`config.mk`:
```
export PLATFORM = sky130hd
export DESIGN_NAME = vdp_ctrl_regs
export DESIGN_NICKNAME = d
export VERILOG_FILES = /design/src/rtl/vdp_pkg.sv /design/src/rtl/vdp_ctrl_regs.sv
export SDC_FILE = /design/constraint.sdc
export NUM_CORES = 1
export LEC_CHECK = 0
export CAP_MARGIN = 20
export CORE_MARGIN = 2
export CORE_UTILIZATION = 55
export DETAILED_ROUTE_END_ITERATION = 6
export DONT_BUFFER_PORTS = 1
export PLACE_DENSITY_LB_ADDON = 0.2
export SYNTH_ARGS = -nofsm -noshare
export SYNTH_HDL_FRONTEND = slang
export SYNTH_SLANG_ARGS = --single-unit
```
`constraint.sdc`:
```
create_clock -name clk_i -period 2.45 [get_ports clk_i]
set_input_delay 0.735 -clock clk_i [delete_from_list [all_inputs] [get_ports clk_i]]
set_output_delay 0.735 -clock clk_i [all_outputs]
set_load 0.02 [all_outputs]
```
`src/rtl/vdp_pkg.sv`:
```
// Shared types and constants for the host port of the video display processor.
package vdp_pkg;

  // Register slots the register file can hold: a six-bit register number
  localparam int unsigned REG_SLOTS = 64;

  // Width of the address formed by the command port before trimming to the VRAM size
  localparam int unsigned CMD_ADDR_BITS = 17;

  // Control registers with a fixed role in the host port
  localparam logic [5:0] REG_VRAM_HI    = 6'd14;  // VRAM address bits 16-14
  localparam logic [5:0] REG_STATUS_SEL = 6'd15;  // status register select
  localparam logic [5:0] REG_PAL_INDEX  = 6'd16;  // palette index
  localparam logic [5:0] REG_IND_SELECT = 6'd17;  // indirect register select

  typedef enum logic {
    OP_READ  = 1'b0,
    OP_WRITE = 1'b1
  } op_e;

  typedef enum logic [1:0] {
    PORT_DATA = 2'd0,
    PORT_CMD  = 2'd1,
    PORT_PAL  = 2'd2,
    PORT_IND  = 2'd3
  } port_e;

  typedef struct packed {
    op_e         opcode;
    port_e       port_select;
    logic [7:0]  data_byte;
    logic [7:0]  status_in;
  } vdp_req_t;

  typedef struct packed {
    logic [7:0]  read_data;
    logic        reg_write_valid;
    logic [5:0]  reg_number;
    logic [7:0]  reg_value;
    logic        palette_write_valid;
    logic [3:0]  palette_entry;
    logic [8:0]  palette_color;
    logic [3:0]  status_number;
  } vdp_rsp_t;

  // Register file update for one request: one host write plus the two auto-increments
  typedef struct packed {
    logic        wr_en;
    logic [5:0]  wr_num;
    logic [7:0]  wr_value;
    logic        idx_en;
    logic [7:0]  idx_value;
    logic        sel_en;
    logic [7:0]  sel_value;
  } vdp_reg_upd_t;

  // Fixed read taps of the register file
  typedef struct packed {
    logic [7:0]  r14;
    logic [7:0]  r15;
    logic [7:0]  r16;
    logic [7:0]  r17;
  } vdp_reg_taps_t;

endpackage

```
`src/rtl/vdp_ctrl_regs.sv`:
```
// Control register file with reset-cleared registers and fixed read taps.
module vdp_ctrl_regs #(
  parameter int unsigned REGISTER_COUNT = 47
) (
  input  logic                   clk_i,
  input  logic                   rst_ni,
  input  vdp_pkg::vdp_reg_upd_t  upd_i,
  output vdp_pkg::vdp_reg_taps_t taps_o
);
  import vdp_pkg::*;

  logic [7:0] regs_q [REG_SLOTS];

  // Slots at or above the register count stay at zero
  always_ff @(posedge clk_i or negedge rst_ni) begin
    if (!rst_ni) begin
      for (int i = 0; i < REG_SLOTS; i++) begin
        regs_q[i] <= '0;
      end
    end else begin
      for (int i = 0; i < REG_SLOTS; i++) begin
        if (i < REGISTER_COUNT) begin
          if (upd_i.wr_en && upd_i.wr_num == 6'(i)) begin
            regs_q[i] <= upd_i.wr_value;
          end else if (upd_i.idx_en && 6'(i) == REG_PAL_INDEX) begin
            regs_q[i] <= upd_i.idx_value;
          end else if (upd_i.sel_en && 6'(i) == REG_IND_SELECT) begin
            regs_q[i] <= upd_i.sel_value;
          end
        end
      end
    end
  end

  assign taps_o.r14 = regs_q[REG_VRAM_HI];
  assign taps_o.r15 = regs_q[REG_STATUS_SEL];
  assign taps_o.r16 = regs_q[REG_PAL_INDEX];
  assign taps_o.r17 = regs_q[REG_IND_SELECT];
endmodule

```
== Yosys cells after proc, flatten, opt, wreduce, memory -nomap -nowiden ==
Cells that the tools add are included.

* $add $sub $neg: 0
* $mul: 0
* Div/mod/pow operators: 0
* Order comparisons: 0
* Eq/ne operators: 4
* Shifts and indexed selects: 0
* Mux-type cells: 4
* Bitwise logic cells: 0
* Reduce and logical (&&, ||, !) cells: 6

{| class="wikitable"
|+ Operator list
! kind !! count
|-
| $mux W8 || 4
|-
| $eq A6 B4 Y1 const B || 2
|-
| $eq A6 B5 Y1 const B || 2
|-
| $logic_and A1 B1 Y1 || 4
|-
| $reduce_bool A2 Y1 || 2
|}

* Register bits after elaboration: 32
* Bits in latches: 0
* Memory bits (writable): 0
* Memory bits (read-only): 0
* Input bits: 35
* Logic and storage cells: 18
* Memories: 0

== Depth between registers and ports, before layout ==
Gate-level depths: netlist (run 1).

* Depth after elaboration: 3
* Gate-level depth with buffers: 4
* Mapped depth without buffers: 3

== Least setup slack after synthesis (run 1) ==
No wires, ideal clock.

* Kind: in2reg
* Start: input upd_i[30] in the netlist's numbering
* End: register regs_q, in the netlist taps_o[24]
* Arrival: 1.869 ns
* Data required time: 2.325 ns
* Slack: 0.456 ns
* Stages: 4
* Cell sequence: nand4b_1 > or4b_1 > buf_4 > mux2_4

* Longest elaborated chain between the ends: 2

{| class="wikitable"
|+ Ends and longest elaborated chain
! element !! line !! RTL
|-
| from (decl) || vdp_ctrl_regs.sv:7 || <nowiki>input vdp_pkg::vdp_reg_upd_t upd_i,</nowiki>
|-
| $eq A6 B4 Y1 || vdp_ctrl_regs.sv:23 || <nowiki>if (upd_i.wr_en && upd_i.wr_num == 6'(i)) begin</nowiki>
|-
| $logic_and A1 B1 Y1 || vdp_ctrl_regs.sv:23 ||
|-
| to (signal, indexed assignment) || vdp_ctrl_regs.sv:24 || <nowiki>regs_q[i] <= upd_i.wr_value;</nowiki>
|-
| to (signal, indexed assignment) || vdp_ctrl_regs.sv:26 || <nowiki>regs_q[i] <= upd_i.idx_value;</nowiki>
|-
| to (signal, indexed assignment) || vdp_ctrl_regs.sv:28 || <nowiki>regs_q[i] <= upd_i.sel_value;</nowiki>
|-
| to (decl) || vdp_ctrl_regs.sv:12 || <nowiki>logic [7:0] regs_q [REG_SLOTS];</nowiki>
|}

No other way between the ends.
A chain may end at the register's enable or synchronous reset.

== Worst setup path in the final report (run 1) ==
* Start: input upd_i[30] in the netlist's numbering
* End: register regs_q, in the netlist taps_o[25]

Same word-level chain as after synthesis.

==> results of run 1 <==
-- synth_stat cells (all sizes together) --
| cell type | instances | area (µm²) |
|---|---|---|
| buf | 2 | 11.26 |
| clkbuf | 1 | 3.750 |
| dfrtp | 32 | 800.8 |
| mux2 | 48 | 570.6 |
| nand2 | 1 | 3.750 |
| nand3b | 1 | 7.510 |
| nand4b | 2 | 17.52 |
| nor2 | 1 | 3.750 |
| nor3b | 1 | 7.510 |
| nor4b | 1 | 8.760 |
| or4b | 1 | 10.01 |
-- layer usage --
layer,vias to the layer above,part of all wire,track usage
li1,349,-,-
met1,380,0.42,0.2774
met2,44,0.46,0.2874
met3,5,0.10,0.1101
met4,0,0.0088,0.06272
met5,-,0,0
-- area by class of cell --
| class | count | area share |
|---|---|---|
| Tap cell | 30 | 0.02431 |
| Timing Repair Buffer | 2 | 0.009724 |
| Clock buffer | 6 | 0.03323 |
| Clock inverter | 2 | 0.006483 |
| Multi-Input combinational cell | 56 | 0.4076 |
| Sequential cell | 32 | 0.5186 |
-- worst max-delay path: stages --
cell	delay [ps]
nand4b_1	170
or4b_1	780
mux2_4	380
-- per-stage QoR --
stage          total power, µW    util  area [µm²]
6_report                  1132  0.6232        1544
2_1_floorplan            810.0       -        1445
5_1_grt                   1195  0.6232        1544
3_5_place_dp             829.3  0.5985        1483
3_3_place_gp             822.4  0.5985        1483
4_1_cts                   1149  0.6232        1544
-- logic make-up after synthesis --
| logic type | Yosys count | synth area share |
|---|---|---|
| muxes | 48 | 0.3948 |
| DFF | 32 | 0.5541 |
| and+or+nand+nor | 8 | 0.04070 |
| buffers and inverters | 3 | 0.01039 |
-- power breakdown --
group / internal (µW) / leakage [µW] / switching, µW
Sequential: 590 / 0.000400 / 122
Combinational: 81.2 / 0.000265 / 22.5
Clock: 136 / 0.0000380 / 180
-- cell usage in the layout, fill, tap and decap left out --
cell type and n:
mux2_2 40, dfrtp_1 32, mux2_4 8, clkbuf_4 5, nand4b_1 2, clkinv_2 2
buf_4 2, nor4b_1 1, nor3b_1 1, nand2_1 1, nand3b_1 1, nor2_1 1
or4b_1 1, clkbuf_8 1
-- worst paths after layout --
check | slack (ps) | startpoint | endpoint
max in group asynchronous | 2280 | rst_ni | taps_o[1]
min reg2reg | 670 | taps_o[22] | taps_o[22]
max reg2reg | 1310 | taps_o[5] | taps_o[5]
min | 90 | rst_ni | taps_o[24]
max | 590 | upd_i[30] | taps_o[25]
min in group clk_i | 540 | upd_i[25] | taps_o[31]
==> summary.md, run 1 <==
| Metric | Value |
|---|---|
| Run status | completed |
| Clk buf depth | 2 |
| Max-cap viol count | 0 |
| #FFs+latches synth | 32 |
| Avg Inst Size Synth | 15.88 µm² |
| Minimum clock period after layout | 1860 ps |
| CP max FO | 8 |
| Final WS setup | 590.0 ps |
| Clk_lat worst skew | 320 ps |
| Reg area | 800.8 µm² |
| Max-slew violations | 0 |
| Vias | 778 |
| Critical Path AT | 2080 ps |
| Final wirelength | 2740 µm |
| Clock Pin Slew Worst Setup and Hold Paths | 100 ps |
| Starting density of the core | 0.5833 |
| Vias in the first global route | 863 |
| Seq/Total Area, Yosys | 0.5541 |
| Global Route Usage Sum | 0.2059 |
| Die X | 55.26 µm |
| Warning count from the yosys run | 0 |
| Worst setup SP type | input pin |
| FILL cells | 201 |
| Hold Crit Class | in2async |
| Reg2reg path depth | 2 |
| Row count | 18 |
| WHS | 86.16 ps |
| # H-tree levels | 2 |
| Syn Nets | 126 |
| Number of setup violations in the final report | 0 |
| Initial antenna violation count | 0 |
| Antenna Nets Post-Route | 0 |
| Total CTS buffers | 5 |
| DRC viols | 0 |
| IO Port Bufs | 0 |
| Critical Path RT | 2670 ps |
| Wire length of the first global-routing pass | 4664 µm |
| Pwr/cell area | 733.3 mW/mm² |
| Worst setup EP type | flip-flop |
| Die height | 55.26 µm |
| Cts repair resizes | 0 |
| Worst slew pin tran | 501.8 ps |
| Layout cells sized above 1 | 0.5918 |
| Post-synthesis cell type count | 13 |
| Non-filler instance count after layout | 128 |
| Unrepaired setup endpoints after global routing | false |
| Area grow syn2layout | 6.840% |
| Worst VDD drop | 0.0004871 V |
| Total negative slack | 0 ps |
| Fin crit share | 0.7592 |
| Fmax | 0.5376 GHz |
| DR iter-0 viols | 8 |
| Grt ovf | 0 |
| Post-Syn Area | 0.001445 mm² |
| Routed WL per cell | 21.41 µm |
| I/O pin total | 67 |
| TritonCTS clock tree | yes |
| Pleak | 0.0007028 µW |
| Final Hold Vio Count | 0 |
| Ant diodes | 0 |
| Dpl cells | 120 |
| Post-CTS Hold Fix Bufs | 0 |
| Worst slack, placed | 236.6 ps |
| Layout net count | 132 |
| Multi-input gate area | 629.4 µm² |
| DP HPWL | 1910 µm |
| Vias/cell | 6.078 |
| Clk root buf | clkbuf_4 |
| Relative slew slack | 0.6655 |
| Largest net degree at the start of global routing | 33 |
| Die area | 0.003054 mm² |
| Clock skew | 0 ps |
| First-pass DRT Iterations | 2 |
| Number of flip-flops in the largest register | 32 |
| Gate Count Post-Synth | 91 |
| Worst setup path class | in2reg |
| CTS sink cnt | 32 |
| Postcts setup bufs | 0 |
| Placer Congestion | 0.6794 |
| Placeable Area | 0.002477 mm² |
Power figures use the tool's default switching activity.
==> run 2: changes to the inputs <==
clock period = 1.6 ns   (was 2.45 ns; I/O delays follow)
==> summary.md, run 2 (synthesis gave the netlist of run 1 again) <==
| Metric | Value |
|---|---|
| Run status | completed (unchanged) |
| FILL cells | 203 (was 201) |
| Crit path capture | taps_o[29] (was taps_o[25]) |
| FF-to-FF setup slack | 470 ps (was 1310 ps) |
| Commonest non-fill, non-tap cell in the layout | mux2_2 (unchanged) |
| CP max FO | 8 (unchanged) |
| Worst setup path class | in2reg (unchanged) |
| Critical Path AT | 1650 ps (was 2080 ps) |
| Die X | 55.26 µm (unchanged) |
| First-pass DRT Iterations | 4 (was 2) |
| I/O pin total | 67 (unchanged) |
| Grt ovf | 0 (unchanged) |
| Minimum clock period after layout | 1435 ps |
| Pwr Total | 1760 µW (was 1132 µW) |
| GRT busiest layer | met2 (unchanged) |
| Fmax | 0.6967 GHz |
| DP HPWL | 2238 µm (was 1910 µm) |
| Switch share | 0.2929 (was 0.2865) |
| Largest net degree at the start of global routing | 33 (unchanged) |
| Number of setup violations in the final report | 0 (unchanged) |
| Ant diodes | 0 (unchanged) |
| IO Port Bufs | 0 (unchanged) |
| Max-cap viol count | 0 (unchanged) |
| Final wirelength | 3019 µm (was 2740 µm) |
| Routed WL per cell | 22.70 µm (was 21.41 µm) |
| Reg2reg path depth | 2 (unchanged) |
| Worst setup EP type | flip-flop (unchanged) |
| Die area | 0.003054 mm² (unchanged) |
| Hold Crit Class | in2reg (was in2async) |
| Die height | 55.26 µm (unchanged) |
| Fin crit share | 0.8971 |
| Clk_lat worst skew | 330 ps (was 320 ps) |
| P_int | 1244 µW (was 807.8 µW) |
| Met1 Track Usage GR | 0.2238 (was 0.2774) |
| Worst setup SP type | input pin (unchanged) |
| Final core utilization | 0.6470 (was 0.6232) |
| Placeable Area | 0.002477 mm² (unchanged) |
| Clk root buf | clkbuf_4 (unchanged) |
| Grt met3 use | 0.1218 (was 0.1101) |
| R2r endpoint | taps_o[12] (was taps_o[5]) |
| Most frequent cells in the layout | 40 x mux2_2, 32 x dfrtp_1, 8 x mux2_4, 5 x clkbuf_4, 5 x buf_4 (was 40 x mux2_2, 32 x dfrtp_1, 8 x mux2_4, 5 x clkbuf_4) |
| Pwr/cell area | 1098 mW/mm² (was 733.3 mW/mm²) |
| Worst VDD drop | 0.0008582 V (was 0.0004871 V) |
| Global Route Usage Sum | 0.2163 (was 0.2059) |
| Worst setup path startpoint | upd_i[30] (unchanged) |
| Met2 Resource Use GR | 0.3724 (was 0.2874) |
| Vias in the first global route | 954 (was 863) |
| Clock skew | 0 ps (unchanged) |
| DR iter-0 viols | 21 (was 8) |
| Final Hold Vio Count | 0 (unchanged) |
| FF-to-FF Start | taps_o[12] (was taps_o[5]) |
| Seq pwr share | 0.621 (was 0.629) |
| Placer Congestion | 0.7204 (was 0.6794) |
| Power share of the combinational group | 0.105 (was 0.092) |
| Total negative slack | 0 ps (unchanged) |
| Antenna Nets Post-Route | 0 (unchanged) |
| TritonCTS clock tree | yes (unchanged) |
| Vias | 832 (was 778) |
| Unrepaired setup endpoints after global routing | false (unchanged) |
| Vias/cell | 6.256 (was 6.078) |
| Critical Path RT | 1820 ps (was 2670 ps) |
| Clock Pin Slew Worst Setup and Hold Paths | 110 ps (was 100 ps) |
| DRC viols | 0 (unchanged) |
| WHS | 277.9 ps (was 86.16 ps) |
| Pleak | 0.0007315 µW (was 0.0007028 µW) |
| Layout cells sized above 1 | 0.6117 (was 0.5918) |
| Relative slew slack | 0.8101 (was 0.6655) |
| Clk buf depth | 2 (unchanged) |
| Wire length of the first global-routing pass | 4850 µm (was 4664 µm) |
| Number of flip-flops in the largest register | 32 (unchanged) |
| Postcts setup bufs | 0 (unchanged) |
| Area grow syn2layout | 10.91% (was 6.840%) |
| Max-slew violations | 0 (unchanged) |
| Row count | 18 (unchanged) |
| Total net switching power | 515.4 µW (was 324.4 µW) |
| Worst slew pin tran | 284.1 ps (was 501.8 ps) |
| # H-tree levels | 2 (unchanged) |
| CTS sink cnt | 32 (unchanged) |
| Layout net count | 137 (was 132) |
| Initial antenna violation count | 0 (unchanged) |
| Total CTS buffers | 5 (unchanged) |
| Clock power frac | 0.274 (was 0.279) |
| Starting density of the core | 0.5833 (unchanged) |
-- run 2: cell count changes in the layout (fill, tap and decap cells not counted), sizes merged --
cell and change:
dlygate4sd3 +1, buf +4
-- run 2: metrics by stage --
step	cell area (µm²)	setup WS (ps)	std cells
floorplan	1455	-92.67	91
global placement	1511	-131.9	123
detailed placement	1511	-183.0	123
CTS	1603	169.4	133
global route	1603	154.7	133
finish	1603	164.7	133
-- run 2: metal layers --
layer  share of wire  wire [µm]
met5               0          0
met4           0.012         37
met3           0.099        298
met2            0.52       1570
met1            0.37       1112
-- run 2: worst min-delay path by stage --
stage	from	endpoint	slack (ps)	cells past startpoint
global placement	rst_ni	taps_o[3]	190	0
finish	upd_i[21]	taps_o[27]	280	1
CTS	upd_i[18]	taps_o[24]	270	1
detailed placement	rst_ni	taps_o[19]	190	0
floorplan	rst_ni	taps_o[0]	180	0
global route	upd_i[18]	taps_o[24]	250	1
-- run 2: power by group through the flow --
stage / Clock, µW / Combinational, µW / Sequential (µW)
5_1_grt: 533 / 204 / 1110
6_report: 482 / 184 / 1090
3_5_place_dp: 0 / 163 / 1110
2_1_floorplan: 0 / 153 / 1090
4_1_cts: 494 / 187 / 1100
3_3_place_gp: 0 / 152 / 1110
-- run 2: cell type report --
| type | count | area, µm² | share of cell area |
|---|---|---|---|
| Sequential cell | 32 | 800.8 | 0.4996 |
| Multi-Input combinational cell | 56 | 635.6 | 0.3966 |
| Clock inverter | 2 | 10.01 | 0.006245 |
| Clock buffer | 6 | 51.30 | 0.03201 |
| Tap cell | 30 | 37.54 | 0.02342 |
| Timing Repair Buffer | 7 | 67.56 | 0.04215 |
-- run 2: critical path: stages --
cell,delay [ps]
nand4b_1,180
or4b_1,480
buf_4,200
mux2_4,310
-- run 2: timing repair --
item / CTS / global route
resized for setup: 0 / 0
hold endpoints to repair: 32 / 0
endpoints found under the setup margin: 0 / 0
hold buffers: 2 / 0
